===== config.mk =====
export PLATFORM = sky130hd
export DESIGN_NAME = enhs_key_mix
export DESIGN_NICKNAME = d
export VERILOG_FILES = /design/src/enhs_pkg.sv /design/src/enhs_key_mix.sv
export SDC_FILE = /design/constraint.sdc
export NUM_CORES = 2
export LEC_CHECK = 0
export ABC_AREA = 0
export BUFFER_PORTS_ARGS = -buffer_cell sky130_fd_sc_hd__buf_2
export CORE_MARGIN = 1
export CORE_UTILIZATION = 29
export CTS_CLUSTER_SIZE = 25
export DETAILED_ROUTE_END_ITERATION = 7
export SYNTH_ARGS = -nofsm -noshare
export SYNTH_HDL_FRONTEND = slang
export SYNTH_SLANG_ARGS = --single-unit

===== constraint.sdc =====
create_clock -name clock -period 9.5 [get_ports clock]
set_input_delay 1.425 -clock clock [delete_from_list [all_inputs] [get_ports clock]]
set_output_delay 1.425 -clock clock [all_outputs]
set_load 0.01 [all_outputs]

===== src/enhs_pkg.sv =====
// Shared widths, constants, types and hash helpers of the ECMP next-hop selector.
package enhs_pkg;

   localparam int WORD_W      = 32;
   localparam int KEY_WORDS   = 3;
   localparam int PROTO_W     = 8;
   localparam int PORT_W      = 16;
   localparam int GROUP_W     = 3;
   localparam int COUNT_W     = 7;
   localparam int POS_W       = 6;
   localparam int QUEUE_W     = 3;
   localparam int CSR_INDEX_W = 1;

   localparam int MAX_NEXTHOPS = 64;
   localparam int NUM_QUEUES   = 8;

   // remainder unit: bits of the hash consumed per stage
   localparam int MOD_BITS   = 4;
   localparam int MOD_STAGES = WORD_W / MOD_BITS;

   localparam logic [WORD_W-1:0] MUR_C1     = 32'hcc9e2d51;
   localparam logic [WORD_W-1:0] MUR_C2     = 32'h1b873593;
   localparam logic [WORD_W-1:0] MUR_N      = 32'he6546b64;
   localparam logic [WORD_W-1:0] MUR_F1     = 32'h85ebca6b;
   localparam logic [WORD_W-1:0] MUR_F2     = 32'hc2b2ae35;
   localparam logic [WORD_W-1:0] MUR_KEY_LEN = 32'd12;

   localparam logic [PROTO_W-1:0] PROTO_TCP    = 8'h06;
   localparam logic [PROTO_W-1:0] PROTO_UDP    = 8'h11;
   localparam logic [PROTO_W-1:0] PROTO_ACK    = 8'hFC;
   localparam logic [PROTO_W-1:0] PROTO_NACK   = 8'hFD;
   localparam logic [PROTO_W-1:0] PROTO_QCN    = 8'hFE;
   localparam logic [PROTO_W-1:0] PROTO_PFC    = 8'hFF;

   localparam logic [QUEUE_W-1:0] QUEUE_TOP = 3'd0;
   localparam logic [QUEUE_W-1:0] QUEUE_TCP = 3'd1;

   localparam logic [CSR_INDEX_W-1:0] CSR_HASH_SEED     = 1'b0;
   localparam logic [CSR_INDEX_W-1:0] CSR_ACK_HIGH_PRIO = 1'b1;

   typedef logic [KEY_WORDS-1:0][WORD_W-1:0] key_type;

   typedef struct packed {
      logic               no_route;
      logic [QUEUE_W-1:0] queue_index;
      logic [COUNT_W-1:0] divisor;
   } side_type;

   function automatic logic [WORD_W-1:0] rotl15(input logic [WORD_W-1:0] x);
      return {x[WORD_W-16:0], x[WORD_W-1:WORD_W-15]};
   endfunction

   // one body round of the hash state: xor, rotate by 13, times 5 plus constant
   function automatic logic [WORD_W-1:0] mix_state(input logic [WORD_W-1:0] h,
                                                   input logic [WORD_W-1:0] k);
      logic [WORD_W-1:0] x;
      x = h ^ k;
      x = {x[WORD_W-14:0], x[WORD_W-1:WORD_W-13]};
      return x + {x[WORD_W-3:0], 2'b00} + MUR_N;
   endfunction

endpackage


===== src/enhs_key_mix.sv =====
// Key word premix: multiply, rotate and multiply each flow key word in two stages.
module enhs_key_mix (
   input  logic               clock,
   input  logic               reset,
   input  logic               in_valid,
   output logic               in_ready,
   input  enhs_pkg::key_type  in_key,
   input  enhs_pkg::side_type in_side,
   output logic               out_valid,
   input  logic               out_ready,
   output enhs_pkg::key_type  out_key,
   output enhs_pkg::side_type out_side
);
   import enhs_pkg::*;

   logic     v1_ff, v2_ff;
   logic     en1, en2;
   key_type  ka_ff, ka_in;
   key_type  kb_ff, kb_in;
   side_type side1_ff, side2_ff;

   assign en2      = !v2_ff || out_ready;
   assign en1      = !v1_ff || en2;
   assign in_ready = en1;

   always_comb begin
      for (int i = 0; i < KEY_WORDS; i++) begin
         ka_in[i] = in_key[i] * MUR_C1;
         kb_in[i] = rotl15(ka_ff[i]) * MUR_C2;
      end
   end

   always_ff @(posedge clock) begin
      if (reset) begin
         v1_ff <= 1'b0;
         v2_ff <= 1'b0;
      end else begin
         if (en1) v1_ff <= in_valid;
         if (en2) v2_ff <= v1_ff;
      end
   end

   always_ff @(posedge clock) begin
      if (en1 && in_valid) begin
         ka_ff    <= ka_in;
         side1_ff <= in_side;
      end
      if (en2 && v1_ff) begin
         kb_ff    <= kb_in;
         side2_ff <= side1_ff;
      end
   end

   assign out_valid = v2_ff;
   assign out_key   = kb_ff;
   assign out_side  = side2_ff;

endmodule


==> impl_metrics.toml <==
[clocking]
worstSkewPairLatency_ns = 0.64
cts_buffers = 29
post_cts_resized = 0
ctsHtreeMaxLevel = 1
max-clock-path-buffers = 3
cts_tree = "done"
clk_pin_slew_ns = 0.06
post_cts_buffers = 0
root_buffer = "clkbuf_16"
cts_sinks = 216
postCtsHoldBufs = 0

[synth]
syn_avg_cell_area_um2 = 10.5
synthFlopType = "edfxtp_1"
netlist_area_um2 = 54600
ys_seq_area_frac = 0.118
ys_ff_latch = 216
synthesis.nets = 7461
ys_async_sr_fraction = 0
syn_inst = 5187
synth-edff-count = 214
synthDistinctLibCells = 64
synth_warnings = 0

[sta]
setup_viol = 0
report.final.slew_viol_count = 0
fin_setup_tns_ns = 0
period_share = 0.779
rsz0062_at_grt = "false"
maxSlewHeadroom = 0.326
tightest_slew_ns = 1.01
fin_worst_skew_ns = 0.0563
hold_viol_final = 0
fmax_ghz = 0.135
finalCriticalPeriod_ns = 7.40

[setup_path]
path_class = "reg2reg"
cpMostUsedCell = "fa_1"
crit_path_cell_trace = "ha_1 -> fa_1 -> fa_1 -> inv_1 -> fa_1 -> inv_1 -> fa_1 -> fa_1 -> fa_1 -> inv_1 -> fa_1 -> inv_1 -> ha_1 -> a21o_1 -> a21o_1 -> a21oi_1 -> o22ai_1 -> o32a_1 -> o311a_1 -> or3_1 -> o41ai_2 -> xnor2_1"
worstPathRequired_ns = 9.86
path_delay_family = "adder cells"
critPathSlowestCell = "edfxtp_1"
cp-end-kind = "flop"
critPathMaxStageDelay_ns = 0.85
cp_max_fo = 8
worstSetupStartpointType = "flop"
cp.arrival_ns = 7.76
path_buf_inv = 4

[detailed_routing]
vias_per_cell = 4.34
firstDrtPassIters = 5
route.detailed.drc = 0
wl_per_cell_um = 17.5
drt_iter0_drc = 1486
drt-total-wl_mm = 139
ant_nets = 0
num_vias = 34500

[finish]
nets = 7709
final_cell_mix = "inv_1 (1715), ha_1 (1200), fa_1 (963), xnor2_1 (292), buf_2 (219)"
mostFrequentLayoutCell = "inv_1"
num-fill-cells = 19100
drive_above_1_share = 0.0546
area_delta_synth_final_pct = 9.56

[job]
maxCapViolCount = 0

[floorplan]
fp-row-count = 158
die_x_um = 436
die-height_um = 436
initial_core_util = 0.293
core_area_um2 = 186000
dieArea_um2 = 190000
io_pins = 220

[global_routing]
antenna_found_initial = 14
grt.overflow.total = 0
grt_pass1_vias = 37900
grt_max_degree = 61
grt_usage = 0.149
grt_pass1_wl_mm = 219

[placement]
dp_hpwl_mm = 122
port_buffers = 219
routabilityCongestion = 0.923

[min_path]
worstHoldPathType = "reg2reg"

[run_status]
status = "completed"
[cells in the mapped netlist, drive strengths merged (3+ instances only)]
master / number / area share
inv: 1715 / 0.12
ha: 1200 / 0.27
fa: 963 / 0.35
xnor2: 292 / 0.047
edfxtp: 214 / 0.12
a21oi: 121 / 0.011
xor2: 89 / 0.014
nor2: 84 / 0.0058
nand2: 83 / 0.0057
a21o: 81 / 0.011
o21ai: 52 / 0.0049
nand3: 29 / 0.0027
nand2b: 22 / 0.0025
o21bai: 22 / 0.0030
nor3: 20 / 0.0018
o21a: 18 / 0.0025
a31oi: 16 / 0.0018
a211oi: 15 / 0.0021
and2: 14 / 0.0016
nor2b: 13 / 0.0015
nand4: 12 / 0.0014
o211ai: 9 / 0.0012
o31ai: 9 / 0.0012
or3: 9 / 0.0010
and3: 7 / 0.00080
or2: 7 / 0.00080
a21boi: 6 / 0.00082
clkbuf: 6 / 0.00041
nor4: 6 / 0.00096
a31o: 5 / 0.00080
o41ai: 5 / 0.0011
o22ai: 4 / 0.00046
a221o: 3 / 0.00055
a311oi: 3 / 0.00048
[flip-flops by register name (all words and copies together) (netlist names)]
name       count
ka_ff         96
out_valid      1
out_key       96
v1_ff          1
out_side      11
side1_ff      11
[layer usage]
metal | up-vias | part of all wire | global-route usage
met5 | - | 0.00033 | 0
met4 | 8 | 0.021 | 0.0320
met3 | 128 | 0.029 | 0.0123
met2 | 480 | 0.48 | 0.258
met1 | 17400 | 0.46 | 0.202
li1 | 16500 | - | -
[through the flow]
step | instance area (um^2) | worst slack, ns | std cells | hold slack [ns] | util
finish | 59900 | 2.10 | 7939 | 0.419 | 0.321
global route | 59900 | 1.82 | 7939 | 0.424 | 0.321
CTS | 59900 | 2.09 | 7938 | 0.419 | 0.321
detailed placement | 58900 | 1.57 | 7884 | 0.405 | 0.316
global placement | 58900 | 1.64 | 7884 | 0.400 | 0.316
floorplan | 54600 | 2.36 | 5187 | 0.400 | -
[final cells by class]
cell class              count  area [um^2]  share of cell area
multi-input cells        3249        41700               0.697
repair buffers            224         1130              0.0189
inverters                1715         6440               0.108
clock buffers              29          726              0.0121
flip-flops and latches    216         6470               0.108
clock inverters            25          275             0.00460
well taps                2480         3100              0.0518
diodes                      1         2.50           0.0000418
[final timing paths]
kind,start,slack [ns],depth (start not counted),end
max,ka_ff[27]$_DFFE_PP_,2.10,22,out_key[31]$_DFFE_PP_
min,side1_ff[5]$_DFFE_PP_,0.42,0,out_side[5]$_DFFE_PP_
max reg2reg,ka_ff[27]$_DFFE_PP_,2.10,22,out_key[31]$_DFFE_PP_
min reg2reg,side1_ff[5]$_DFFE_PP_,0.42,0,out_side[5]$_DFFE_PP_
[cell families (layout without fill, tap and decap cells)]
group | after synthesis | after routing | synth area share
other | 0 | 1 | 0
XOR/XNOR | 381 | 381 | 0.0611
buffers and inverters | 1722 | 1993 | 0.118
flip-flops | 216 | 216 | 0.118
adder cells (fa/ha/maj) | 2163 | 2163 | 0.628
AND/OR/NAND/NOR | 320 | 320 | 0.0287
AO/OA/AOI/OAI | 385 | 385 | 0.0460
Power is left out: the tool's default activity adds up to more than one toggle a clock period on the data nets, which glitch-free logic cannot reach.
