<file path="src/enhs_pkg.sv">
// Shared widths, constants, types and hash helpers of the ECMP next-hop selector.
package enhs_pkg;

   localparam int WORD_W      = 32;
   localparam int KEY_WORDS   = 3;
   localparam int PROTO_W     = 8;
   localparam int PORT_W      = 16;
   localparam int GROUP_W     = 3;
   localparam int COUNT_W     = 7;
   localparam int POS_W       = 6;
   localparam int QUEUE_W     = 3;
   localparam int CSR_INDEX_W = 1;

   localparam int MAX_NEXTHOPS = 64;
   localparam int NUM_QUEUES   = 8;

   // remainder unit: bits of the hash consumed per stage
   localparam int MOD_BITS   = 4;
   localparam int MOD_STAGES = WORD_W / MOD_BITS;

   localparam logic [WORD_W-1:0] MUR_C1     = 32'hcc9e2d51;
   localparam logic [WORD_W-1:0] MUR_C2     = 32'h1b873593;
   localparam logic [WORD_W-1:0] MUR_N      = 32'he6546b64;
   localparam logic [WORD_W-1:0] MUR_F1     = 32'h85ebca6b;
   localparam logic [WORD_W-1:0] MUR_F2     = 32'hc2b2ae35;
   localparam logic [WORD_W-1:0] MUR_KEY_LEN = 32'd12;

   localparam logic [PROTO_W-1:0] PROTO_TCP    = 8'h06;
   localparam logic [PROTO_W-1:0] PROTO_UDP    = 8'h11;
   localparam logic [PROTO_W-1:0] PROTO_ACK    = 8'hFC;
   localparam logic [PROTO_W-1:0] PROTO_NACK   = 8'hFD;
   localparam logic [PROTO_W-1:0] PROTO_QCN    = 8'hFE;
   localparam logic [PROTO_W-1:0] PROTO_PFC    = 8'hFF;

   localparam logic [QUEUE_W-1:0] QUEUE_TOP = 3'd0;
   localparam logic [QUEUE_W-1:0] QUEUE_TCP = 3'd1;

   localparam logic [CSR_INDEX_W-1:0] CSR_HASH_SEED     = 1'b0;
   localparam logic [CSR_INDEX_W-1:0] CSR_ACK_HIGH_PRIO = 1'b1;

   typedef logic [KEY_WORDS-1:0][WORD_W-1:0] key_type;

   typedef struct packed {
      logic               no_route;
      logic [QUEUE_W-1:0] queue_index;
      logic [COUNT_W-1:0] divisor;
   } side_type;

   function automatic logic [WORD_W-1:0] rotl15(input logic [WORD_W-1:0] x);
      return {x[WORD_W-16:0], x[WORD_W-1:WORD_W-15]};
   endfunction

   // one body round of the hash state: xor, rotate by 13, times 5 plus constant
   function automatic logic [WORD_W-1:0] mix_state(input logic [WORD_W-1:0] h,
                                                   input logic [WORD_W-1:0] k);
      logic [WORD_W-1:0] x;
      x = h ^ k;
      x = {x[WORD_W-14:0], x[WORD_W-1:WORD_W-13]};
      return x + {x[WORD_W-3:0], 2'b00} + MUR_N;
   endfunction

endpackage

</file>
<file path="src/enhs_hash_fold.sv">
// Hash state rounds and finalisation mix, six register stages.
module enhs_hash_fold (
   input  logic                        clock,
   input  logic                        reset,
   input  logic [enhs_pkg::WORD_W-1:0] hash_seed,
   input  logic                        in_valid,
   output logic                        in_ready,
   input  enhs_pkg::key_type           in_key,
   input  enhs_pkg::side_type          in_side,
   output logic                        out_valid,
   input  logic                        out_ready,
   output logic [enhs_pkg::WORD_W-1:0] out_hash,
   output enhs_pkg::side_type          out_side
);
   import enhs_pkg::*;

   localparam int FOLD_STAGES = 6;

   logic [FOLD_STAGES-1:0] v_ff;
   logic [FOLD_STAGES-1:0] en;
   side_type               side_ff [FOLD_STAGES];

   logic [WORD_W-1:0] h1_ff, k1_ff, k2a_ff;
   logic [WORD_W-1:0] h2_ff, k2b_ff;
   logic [WORD_W-1:0] f_ff, f_in, h3_in;
   logic [WORD_W-1:0] m1_ff;
   logic [WORD_W-1:0] m2_ff, g_in;
   logic [WORD_W-1:0] hash_ff;

   assign en[FOLD_STAGES-1] = !v_ff[FOLD_STAGES-1] || out_ready;
   for (genvar s = 0; s < FOLD_STAGES - 1; s++) begin : g_en
      assign en[s] = !v_ff[s] || en[s+1];
   end
   assign in_ready = en[0];

   always_comb begin
      h3_in = mix_state(h2_ff, k2b_ff);
      f_in  = h3_in ^ MUR_KEY_LEN;
      f_in  = f_in ^ (f_in >> 16);
      g_in  = m1_ff ^ (m1_ff >> 13);
   end

   always_ff @(posedge clock) begin
      if (reset) begin
         v_ff <= '0;
      end else begin
         if (en[0]) v_ff[0] <= in_valid;
         for (int s = 1; s < FOLD_STAGES; s++) begin
            if (en[s]) v_ff[s] <= v_ff[s-1];
         end
      end
   end

   always_ff @(posedge clock) begin
      if (en[0] && in_valid) begin
         h1_ff      <= mix_state(hash_seed, in_key[0]);
         k1_ff      <= in_key[1];
         k2a_ff     <= in_key[2];
         side_ff[0] <= in_side;
      end
      if (en[1] && v_ff[0]) begin
         h2_ff      <= mix_state(h1_ff, k1_ff);
         k2b_ff     <= k2a_ff;
         side_ff[1] <= side_ff[0];
      end
      if (en[2] && v_ff[1]) begin
         f_ff       <= f_in;
         side_ff[2] <= side_ff[1];
      end
      if (en[3] && v_ff[2]) begin
         m1_ff      <= f_ff * MUR_F1;
         side_ff[3] <= side_ff[2];
      end
      if (en[4] && v_ff[3]) begin
         m2_ff      <= g_in * MUR_F2;
         side_ff[4] <= side_ff[3];
      end
      if (en[5] && v_ff[4]) begin
         hash_ff    <= m2_ff ^ (m2_ff >> 16);
         side_ff[5] <= side_ff[4];
      end
   end

   assign out_valid = v_ff[FOLD_STAGES-1];
   assign out_hash  = hash_ff;
   assign out_side  = side_ff[FOLD_STAGES-1];

endmodule

</file>
<file path="config.mk">
export PLATFORM = sky130hd
export DESIGN_NAME = enhs_hash_fold
export DESIGN_NICKNAME = d
export VERILOG_FILES = /design/src/enhs_pkg.sv /design/src/enhs_hash_fold.sv
export SDC_FILE = /design/constraint.sdc
export NUM_CORES = 2
export LEC_CHECK = 0
export BUFFER_PORTS_ARGS = -buffer_cell sky130_fd_sc_hd__buf_2
export CORE_MARGIN = 2
export CORE_UTILIZATION = 53
export CTS_CLUSTER_SIZE = 8
export DETAILED_ROUTE_END_ITERATION = 10
export GPL_TIMING_DRIVEN = 0
export PLACE_DENSITY_LB_ADDON = 0.25
export SKIP_LAST_GASP = 1
export SLEW_MARGIN = 20
export SYNTH_ARGS = -nofsm -noshare
export SYNTH_HDL_FRONTEND = slang
export SYNTH_SLANG_ARGS = --single-unit
</file>
<file path="constraint.sdc">
create_clock -name clock -period 9.8 [get_ports clock]
set_clock_uncertainty 0.15 [all_clocks]
set_input_delay 0.98 -clock clock [delete_from_list [all_inputs] [get_ports clock]]
set_output_delay 0.98 -clock clock [all_outputs]
set_load 0.02 [all_outputs]
</file>
==> qor.txt <==
DIE AREA = 0.0694 mm²
DRT Pass-1 Iters = 5
Antenna Violating Nets Remaining = 0
Die span in y = 263 µm
TritonCTS clock tree = yes
Worst Setup End Kind = flip-flop
Slew HR = 29.3%
Slowest cell on the critical path = xnor2_1
Setup Fix Bufs, Post-CTS = 0
Placed insts = 4230
Largest cells by area after synthesis = edfxtp_1, fa_1, ha_1
Status = finished, final reports clean
Hold crit path type = flip-flop to flip-flop
Fmax achieved = 125 MHz
Largest net degree at the start of global routing = 31
Layout Utilization = 59.0%
Port buffer count = 187
Gp weighted congestion = 0.958
CTS Root Cell = clkbuf_16
Post-synthesis register bit count = 360
DIE WIDTH = 263 µm
Most used cell, CP = fa_1
Max Buffers Root-to-Sink = 3
WHS = 0.247 ns
Final Max Slew Viols = 0
DR vias/cell = 5.20
Dpl hpwl = 66.4 mm
Final hold viol count = 0
CTS resizes = 0
Synth Net Count = 4238
Vias in the first global route = 23400
Required @ worst endpoint = 9.93 ns
Cell count after synthesis = 3158
Synth warnings = 0
Cell family with most CP delay = adder cells
GRT Util Overall = 23.1%
Critical-path cell list = xnor2_1, inv_1, xnor2_1, ha_1, a21oi_1, fa_1, fa_1, inv_1, fa_1, fa_1, fa_1, inv_1, fa_1, inv_1, ha_1, a21o_1, a21oi_1, nor2b_1, or2_2, o211ai_1, a31oi_1, mux2i_1, o2111ai_1
Post-layout minimum cycle time = 8.02 ns
DR WL/cell = 18.0 µm
Worst Path Max Fanout = 7
Number of synthesized flops with an enable pin = 354
Yosys top cell area share = 29.8%
Setup Crit Path Kind = flip-flop to flip-flop
Antenna violations before repair = 10
Max cap viols = 0
Final setup fails = 0
Num Clock Sinks = 360
Iter 0 DRT Violations = 1299
Initial cell density of the core = 53.3%
Overflow after GRT = 0
Ports = 188
Post-synthesis sequential area ratio = 30.1%
Share of cells above drive strength 1 = 8.40%
First-pass GRT wire length = 124 mm
Syn Area/Cell = 11.3 µm²
Type of origin of the critical path = flip-flop
Latest clock arrival within the worst-skew pair = 0.60 ns
Worst-path clk slew = 0.05 ns
Measured slew at the worst slew-check pin = 1.06 ns
Synth Flop Type = edfxtp_1
Crit-path max cell delay = 0.77 ns
Fin nets = 4490
Crit path buffers/inverters = 4
Hold Buf Count CTS = 0
Area Overhead vs Synth = 10.6%
Pre-CTS WS = 1.82 ns
CTS Buf Count = 51
H-tree Lvls = 2
Rows = 95
Area leader, netlist = edfxtp_1
CP Data Arrival Time = 8.15 ns
Residual DRC = 0
Library cells used by synthesis = 77
Fraction of the cycle the final worst path needs = 81.8%
WL final = 77.5 mm
Post-Layout Cell Count = 4303
Floorplan core area = 0.0669 mm²
Mapped Area = 0.0357 mm²
Asr flop ratio synth = 0%
PnR worst setup slack = 1.78 ns
Unrepaired setup endpoints after global routing = false
Routed via count = 22400
==> flip-flops by register name, indices dropped and copies added (netlist names) <==
register  cells
side_ff      66
f_ff         32
out_hash     32
m1_ff        32
h1_ff        32
m2_ff        32
v_ff          6
k2a_ff       32
h2_ff        32
k1_ff        32
k2b_ff       32
==> cell usage in the layout (no fill, tap or decap), types with 12 or more instances in the layout <==
cell | netlist | routed
a211o_1 | 12 | 12
a211oi_1 | 19 | 19
a21o_1 | 45 | 45
a21oi_1 | 112 | 112
a31oi_1 | 13 | 12
and3_1 | 14 | 14
buf_2 | 0 | 187
clkbuf_1 | 8 | 25
clkbuf_16 | 0 | 51
edfxtp_1 | 354 | 354
fa_1 | 394 | 394
ha_1 | 543 | 543
inv_1 | 807 | 807
nand2_1 | 54 | 54
nand2b_1 | 17 | 17
nand3_1 | 23 | 23
nor2_1 | 96 | 96
nor2b_1 | 16 | 13
nor3_1 | 32 | 32
o211ai_1 | 16 | 16
o21a_1 | 22 | 22
o21ai_0 | 77 | 77
o21bai_1 | 19 | 19
xnor2_1 | 183 | 183
xor2_1 | 144 | 143
==> cells by family (layout without fill, tap and decap cells) <==
kind of cell,after synthesis,after routing,share of synthesized area [%]
adders and majority gates,937,937,41.2
buffers and inverters,819,1089,8.72
AOI/OAI and AO/OA,400,400,7.39
DFF,360,360,30.1
xor gates and xnor gates,329,329,8.16
and+or+nand+nor,310,310,4.31
muxes,3,3,0.123
other,0,2,0
==> worst paths after layout <==
| path | start | endpoint | slack [ns] | depth (start not counted) |
|---|---|---|---|---|
| worst min register to register | side_ff[3][1] | side_ff[4][1] | 0.25 | 0 |
| worst min-delay path | side_ff[3][1] | side_ff[4][1] | 0.25 | 0 |
| worst max register to register | m1_ff[20] | m2_ff[28] | 1.78 | 23 |
| worst max-delay path | m1_ff[20] | m2_ff[28] | 1.78 | 23 |
==> stage by stage <==
| stage | area, µm² | TNS (ns) |
|---|---|---|
| 5_1_grt | 39500 | 0 |
| 2_1_floorplan | 35700 | 0 |
| 6_report | 39500 | 0 |
| 3_3_place_gp | 37700 | -44.68 |
| 4_1_cts | 39500 | 0 |
| 3_5_place_dp | 38100 | 0 |
==> routing by layer <==
| layer | track usage, % | wire length (µm) | share of wire, % | vias to the layer above |
|---|---|---|---|---|
| met1 | 29.9 | 32900 | 42 | 10900 |
| met5 | 0 | 94 | 0.12 | - |
| li1 | - | - | - | 10800 |
| met4 | 7.57 | 2560 | 3.3 | 16 |
| met3 | 4.89 | 4740 | 6.1 | 136 |
| met2 | 38.9 | 37100 | 48 | 507 |
==> synthesized netlist by cell type (all sizes together), types with 8 or more instances <==
cell type  count
a211o         12
a211oi        19
a21o          46
a21oi        114
a31oi         14
and2          11
and3          16
clkbuf         9
edfxtp       354
fa           394
ha           543
inv          807
nand2         54
nand2b        17
nand3         23
nand4         11
nor2          96
nor2b         16
nor3          32
o2111ai        9
o211ai        17
o21a          22
o21ai         78
o21bai        19
or3            8
xnor2        183
xor2         144
==> area by class of cell <==
cell class                      count  area, µm²
Sequential cell                   360      10800
Inverter                          807       3030
Clock inverter                      3       32.5
Buffer                             12       82.6
Antenna cell                        2       5.00
Timing Repair Buffer              199       1260
Fill cell                        5526      27500
Tap cell                          873       1090
Multi-Input combinational cell   1979      21900
Clock buffer                       68       1340
Power is left out: the tool's default activity adds up to more than one toggle a clock period on the data nets, which glitch-free logic cannot reach.
