### config.mk
export PLATFORM = sky130hd
export DESIGN_NAME = enhs_mod_unit
export DESIGN_NICKNAME = d
export VERILOG_FILES = /design/src/enhs_pkg.sv /design/src/enhs_mod_unit.sv
export SDC_FILE = /design/constraint.sdc
export NUM_CORES = 1
export LEC_CHECK = 0
export BUFFER_PORTS_ARGS = -buffer_cell sky130_fd_sc_hd__buf_2
export CAP_MARGIN = 40
export CORE_ASPECT_RATIO = 0.8
export CORE_MARGIN = 3
export CORE_UTILIZATION = 36
export CTS_CLUSTER_DIAMETER = 80
export DETAILED_ROUTE_END_ITERATION = 8
export GPL_TIMING_DRIVEN = 0
export PLACE_DENSITY_LB_ADDON = 0.1
export SYNTH_ARGS = -nofsm -noshare
export SYNTH_HDL_FRONTEND = slang
export SYNTH_SLANG_ARGS = --single-unit
### constraint.sdc
create_clock -name clock -period 10.11 [get_ports clock]
set_clock_uncertainty 0.1 [all_clocks]
set_input_delay 3.033 -clock clock [delete_from_list [all_inputs] [get_ports clock]]
set_output_delay 3.033 -clock clock [all_outputs]
set_load 0.05 [all_outputs]
### src/enhs_pkg.sv
// Shared widths, constants, types and hash helpers of the ECMP next-hop selector.
package enhs_pkg;

   localparam int WORD_W      = 32;
   localparam int KEY_WORDS   = 3;
   localparam int PROTO_W     = 8;
   localparam int PORT_W      = 16;
   localparam int GROUP_W     = 3;
   localparam int COUNT_W     = 7;
   localparam int POS_W       = 6;
   localparam int QUEUE_W     = 3;
   localparam int CSR_INDEX_W = 1;

   localparam int MAX_NEXTHOPS = 64;
   localparam int NUM_QUEUES   = 8;

   // remainder unit: bits of the hash consumed per stage
   localparam int MOD_BITS   = 4;
   localparam int MOD_STAGES = WORD_W / MOD_BITS;

   localparam logic [WORD_W-1:0] MUR_C1     = 32'hcc9e2d51;
   localparam logic [WORD_W-1:0] MUR_C2     = 32'h1b873593;
   localparam logic [WORD_W-1:0] MUR_N      = 32'he6546b64;
   localparam logic [WORD_W-1:0] MUR_F1     = 32'h85ebca6b;
   localparam logic [WORD_W-1:0] MUR_F2     = 32'hc2b2ae35;
   localparam logic [WORD_W-1:0] MUR_KEY_LEN = 32'd12;

   localparam logic [PROTO_W-1:0] PROTO_TCP    = 8'h06;
   localparam logic [PROTO_W-1:0] PROTO_UDP    = 8'h11;
   localparam logic [PROTO_W-1:0] PROTO_ACK    = 8'hFC;
   localparam logic [PROTO_W-1:0] PROTO_NACK   = 8'hFD;
   localparam logic [PROTO_W-1:0] PROTO_QCN    = 8'hFE;
   localparam logic [PROTO_W-1:0] PROTO_PFC    = 8'hFF;

   localparam logic [QUEUE_W-1:0] QUEUE_TOP = 3'd0;
   localparam logic [QUEUE_W-1:0] QUEUE_TCP = 3'd1;

   localparam logic [CSR_INDEX_W-1:0] CSR_HASH_SEED     = 1'b0;
   localparam logic [CSR_INDEX_W-1:0] CSR_ACK_HIGH_PRIO = 1'b1;

   typedef logic [KEY_WORDS-1:0][WORD_W-1:0] key_type;

   typedef struct packed {
      logic               no_route;
      logic [QUEUE_W-1:0] queue_index;
      logic [COUNT_W-1:0] divisor;
   } side_type;

   function automatic logic [WORD_W-1:0] rotl15(input logic [WORD_W-1:0] x);
      return {x[WORD_W-16:0], x[WORD_W-1:WORD_W-15]};
   endfunction

   // one body round of the hash state: xor, rotate by 13, times 5 plus constant
   function automatic logic [WORD_W-1:0] mix_state(input logic [WORD_W-1:0] h,
                                                   input logic [WORD_W-1:0] k);
      logic [WORD_W-1:0] x;
      x = h ^ k;
      x = {x[WORD_W-14:0], x[WORD_W-1:WORD_W-13]};
      return x + {x[WORD_W-3:0], 2'b00} + MUR_N;
   endfunction

endpackage

### src/enhs_mod_unit.sv
// Pipelined remainder of the hash by the next-hop count, four hash bits per stage.
module enhs_mod_unit (
   input  logic                        clock,
   input  logic                        reset,
   input  logic                        in_valid,
   output logic                        in_ready,
   input  logic [enhs_pkg::WORD_W-1:0] in_hash,
   input  enhs_pkg::side_type          in_side,
   output logic                        out_valid,
   input  logic                        out_ready,
   output logic [enhs_pkg::POS_W-1:0]  out_pos,
   output logic [enhs_pkg::WORD_W-1:0] out_hash,
   output enhs_pkg::side_type          out_side
);
   import enhs_pkg::*;

   localparam int LAST = MOD_STAGES - 1;

   logic [MOD_STAGES-1:0] v_ff;
   logic [MOD_STAGES-1:0] en;
   logic [MOD_STAGES-1:0] v_src;
   logic [COUNT_W-1:0]    rem_ff   [MOD_STAGES];
   logic [COUNT_W-1:0]    rem_src  [MOD_STAGES];
   logic [COUNT_W-1:0]    rem_in   [MOD_STAGES];
   logic [WORD_W-1:0]     hash_ff  [MOD_STAGES];
   logic [WORD_W-1:0]     hash_src [MOD_STAGES];
   side_type              side_ff  [MOD_STAGES];
   side_type              side_src [MOD_STAGES];

   assign en[LAST] = !v_ff[LAST] || out_ready;
   assign in_ready = en[0];

   for (genvar s = 0; s < MOD_STAGES; s++) begin : g_stage
      if (s == 0) begin : g_head
         assign v_src[s]    = in_valid;
         assign rem_src[s]  = '0;
         assign hash_src[s] = in_hash;
         assign side_src[s] = in_side;
      end else begin : g_body
         assign v_src[s]    = v_ff[s-1];
         assign rem_src[s]  = rem_ff[s-1];
         assign hash_src[s] = hash_ff[s-1];
         assign side_src[s] = side_ff[s-1];
      end

      if (s < LAST) begin : g_chain
         assign en[s] = !v_ff[s] || en[s+1];
      end
   end

   always_comb begin
      logic [COUNT_W-1:0]  r;
      logic [COUNT_W-1:0]  t;
      logic [MOD_BITS-1:0] b;
      for (int s = 0; s < MOD_STAGES; s++) begin
         r = rem_src[s];
         b = hash_src[s][WORD_W-1-MOD_BITS*s -: MOD_BITS];
         for (int j = 0; j < MOD_BITS; j++) begin
            t = {r[COUNT_W-2:0], b[MOD_BITS-1-j]};
            r = (t >= side_src[s].divisor) ? t - side_src[s].divisor : t;
         end
         rem_in[s] = r;
      end
   end

   always_ff @(posedge clock) begin
      if (reset) begin
         v_ff <= '0;
      end else begin
         for (int s = 0; s < MOD_STAGES; s++) begin
            if (en[s]) v_ff[s] <= v_src[s];
         end
      end
   end

   always_ff @(posedge clock) begin
      for (int s = 0; s < MOD_STAGES; s++) begin
         if (en[s] && v_src[s]) begin
            rem_ff[s]  <= rem_in[s];
            hash_ff[s] <= hash_src[s];
            side_ff[s] <= side_src[s];
         end
      end
   end

   assign out_valid = v_ff[LAST];
   assign out_pos   = rem_ff[LAST][POS_W-1:0];
   assign out_hash  = hash_ff[LAST];
   assign out_side  = side_ff[LAST];

`ifndef NO_ASSERTIONS
   a_rem_below_divisor: assert property (@(posedge clock) disable iff (reset)
      v_ff[LAST] |-> (rem_ff[LAST] < side_ff[LAST].divisor))
      else $error("remainder not below next-hop count");

   a_no_route_zero: assert property (@(posedge clock) disable iff (reset)
      (v_ff[LAST] && side_ff[LAST].no_route) |->
         (out_pos == '0 && side_ff[LAST].queue_index == QUEUE_TOP))
      else $error("dropped request carries a position or queue");

   a_hold_when_blocked: assert property (@(posedge clock) disable iff (reset)
      (v_ff[LAST] && !out_ready) |=> (v_ff[LAST] && $stable(rem_ff[LAST])
                                      && $stable(hash_ff[LAST])))
      else $error("blocked result changed");

   a_head_moves_when_free: assert property (@(posedge clock) disable iff (reset)
      !v_ff[LAST] |-> in_ready)
      else $error("unit blocks input with free output stage");
`endif

endmodule

==> impl_metrics.py <==
metrics = {
    "run_status": {
        "status": "finished clean",
    },
    "placed_design": {
        "pre_cts_ws_ns": 0.252,
        "post-dp-hpwl_mm": 34.6,
        "io_buffers": 96,
        "placed_cell_area_um2": 24300,
        "gp_congestion": 0.849,
    },
    "timing": {
        "slew_viol_final": 0,
        "slew_headroom": 0.413,
        "finalCritPeriodShare": 0.931,
        "fmax_mhz": 106,
        "finalSetupViolCount": 0,
        "fin_tns_setup_ns": 0,
        "hold_slack_ns": 0.309,
        "rsz0062_at_grt": "no",
        "setup_ws_ns": 0.702,
        "timing_hold_violations_final": 0,
        "worstMarginPinSlew_ns": 0.879,
        "fin_crit_ns": 9.41,
    },
    "setup_path": {
        "max_stage_delay_ns": 0.52,
        "slowest_stage": "or4_1",
        "cp_top_family": "compound AO/OA/AOI/OAI gates",
        "crit_buf_inv": 3,
        "crit_arrival_ns": 9.62,
        "worstRegToRegCells": 27,
        "crit_fanout": 8,
        "critPathMostFrequentCell": "o21ai_0",
        "r2r_slack_ns": 2.07,
        "crit_cells": 27,
        "crit_type": "input pin to flip-flop",
        "r2r-start": "side_ff[0][12]",
        "r2r-end": "rem_ff[0][15]",
        "crit_path_start_kind": "input pin",
        "crit_path_end": "rem_ff[0][4]",
        "required_ns": 10.33,
        "endpoint_kind": "flip-flop",
        "crit_start": "in_side[5]",
    },
    "global_routing": {
        "grt_pass1_wl_mm": 73.2,
        "grt_pass1_vias": 13400,
        "grt.total_usage": 0.141,
        "overflow": 0,
        "grt_use_met3": 0.0287,
        "antenna_found_initial": 2,
        "grt_start_max_net_pins": 30,
        "use_met1": 0.202,
        "use_met2": 0.216,
        "grt-busiest-layer": "met2",
    },
    "finish": {
        "fillCellCount": 5683,
        "synthToLayoutAreaGrowth_pct": 15.3,
        "num_antenna_cells": 0,
        "fin_util": 0.421,
        "final_nets": 2203,
        "drive_gt1_frac": 0.184,
        "final_area_um2": 25800,
    },
    "cts": {
        "cts_hold_buf": 0,
        "clockBufferDepth": 3,
        "cts_tree": "done",
        "htreeDepth": 2,
        "cts.clk_slew.worst_paths_ns": 0.06,
        "cts_resized": 0,
        "postCtsSetupBuffers": 0,
        "cts_buffers": 44,
        "root_buffer": "clkbuf_16",
        "clk_latency_ns": 0.57,
        "cts_sinks": 400,
    },
    "synthesis": {
        "syn_area_per_cell_um2": 12.8,
        "synth_seq_area_share": 0.533,
        "synth_area_um2": 22400,
        "synth_edf_count": 392,
        "synth-main-ff-cell": "edfxtp_1",
        "ys_ff_latch": 400,
        "syn-instance-count": 1749,
        "synth_warnings": 0,
        "syn_nets": 2046,
        "synth.distinct_cells": 64,
        "async_reset_ff_frac": 0,
    },
    "pwr": {
        "p_leak_nw": 10.5,
        "peakVddDrop_uv": 297,
        "powerDensity_nw_per_um2": 322,
    },
    "drt": {
        "wl_mm": 45.6,
        "ant_nets": 0,
        "post-route-drc-count": 0,
        "drtIter0Drc": 700,
        "avgRoutedWirePerCell_um": 16.5,
        "num_vias": 13300,
        "viasPerCell": 4.80,
        "dr.pass1.iters": 4,
    },
    "die": {
        "die_w_um": 285,
        "fp.dieH_um": 229,
        "core_um2": 61300,
        "pin_count": 98,
        "die_area_um2": 65200,
        "rows": 81,
        "start_util": 0.365,
    },
    "min_path": {
        "whs_path_depth": 0,
        "holdCritPathClass": "flip-flop to flip-flop",
    },
    "job": {
        "maxCapViolCount": 0,
    },
}
## synth_stat cells, types with 12 or more instances
cell / instances / area [µm²]
o21a_1: 15 / 113
buf_4: 49 / 368
a21boi_0: 16 / 120
nand2_1: 72 / 270
o21bai_1: 12 / 90.1
o21ai_0: 83 / 415
nand2b_1: 24 / 150
fa_1: 31 / 621
nor2b_1: 32 / 200
nor2_1: 71 / 267
and3_1: 12 / 75.1
nand3_1: 12 / 60.1
a21oi_1: 122 / 611
mux2_2: 96 / 1080
xnor2_1: 65 / 569
a31oi_1: 13 / 81.3
ha_1: 219 / 2740
mux2i_1: 32 / 320
a21o_1: 65 / 488
inv_1: 167 / 627
edfxtp_1: 392 / 11800
xor2_1: 43 / 377
## registers in the layout, indices dropped and copies added, names as in the netlist
name / count
side_ff: 88
rem_ff: 48
hash_ff: 256
v_ff: 8
## metrics by stage
| stage | std cells | total power (W) |
|---|---|---|
| finish | 2768 | 0.00830 |
| global route | 2768 | 0.00904 |
| CTS | 2768 | 0.00838 |
| detailed placement | 2690 | 0.00665 |
| global placement | 2675 | 0.00660 |
| floorplan | 1749 | 0.00582 |
## cells by family (layout without fill, tap and decap cells)
group                      after synthesis  after routing  share of synthesized area
AOI/OAI and AO/OA                      380            380                      0.108
xor gates and xnor gates               108            108                     0.0423
adders and majority gates              250            250                      0.150
buffers and inverters                  224            413                     0.0458
DFF                                    400            400                      0.533
muxes                                  131            131                     0.0647
and+or+nand+nor                        256            256                     0.0560
## report_power, final
group,internal (W),total (W),switching (W)
Clock,0.000986,0.00166,0.000672
Combinational,0.00220,0.00451,0.00231
Sequential,0.00209,0.00213,0.0000471
Total,0.00527,0.00830,0.00303
## cell type report
| class | count | area [µm²] | area share |
|---|---|---|---|
| clock buffer | 54 | 1210 | 0.0469 |
| sequential | 400 | 11900 | 0.462 |
| tap | 830 | 1040 | 0.0403 |
| clock inverter | 24 | 292 | 0.0113 |
| buffer | 57 | 398 | 0.0154 |
| multi-input combinational | 1125 | 9480 | 0.368 |
| inverter | 167 | 627 | 0.0243 |
| timing repair buffer | 111 | 818 | 0.0317 |
## placed cells by master (no fill, tap or decap), drive strengths merged, types with 31 or more instances in the layout
cell / Yosys / final
nand2: 72 / 72
edfxtp: 392 / 392
xnor2: 65 / 65
xor2: 43 / 43
o21ai: 87 / 87
fa: 31 / 31
ha: 219 / 219
nor2b: 32 / 32
inv: 167 / 170
clkbuf: 8 / 62
a21o: 65 / 65
a21oi: 127 / 127
nor2: 71 / 71
mux2: 99 / 99
mux2i: 32 / 32
buf: 49 / 160
## how the worst min path moves through the flow
stage / slack, ns / startpoint / end
global placement: 0.30 / hash_ff[0][113] / hash_ff[1][17]
CTS: 0.31 / hash_ff[0][85] / hash_ff[0][117]
detailed placement: 0.30 / hash_ff[0][0] / hash_ff[0][32]
finish: 0.31 / hash_ff[1][80] / hash_ff[1][112]
global route: 0.32 / hash_ff[0][122] / hash_ff[1][26]
floorplan: 0.30 / hash_ff[0][68] / hash_ff[0][100]
## metal layers
metal	vias up	wire (µm)
met5	-	0
met4	0	1090
met3	66	1750
met2	172	19800
met1	6346	22900
li1	6712	-
Note: power is estimated with default switching activity, not from simulation.
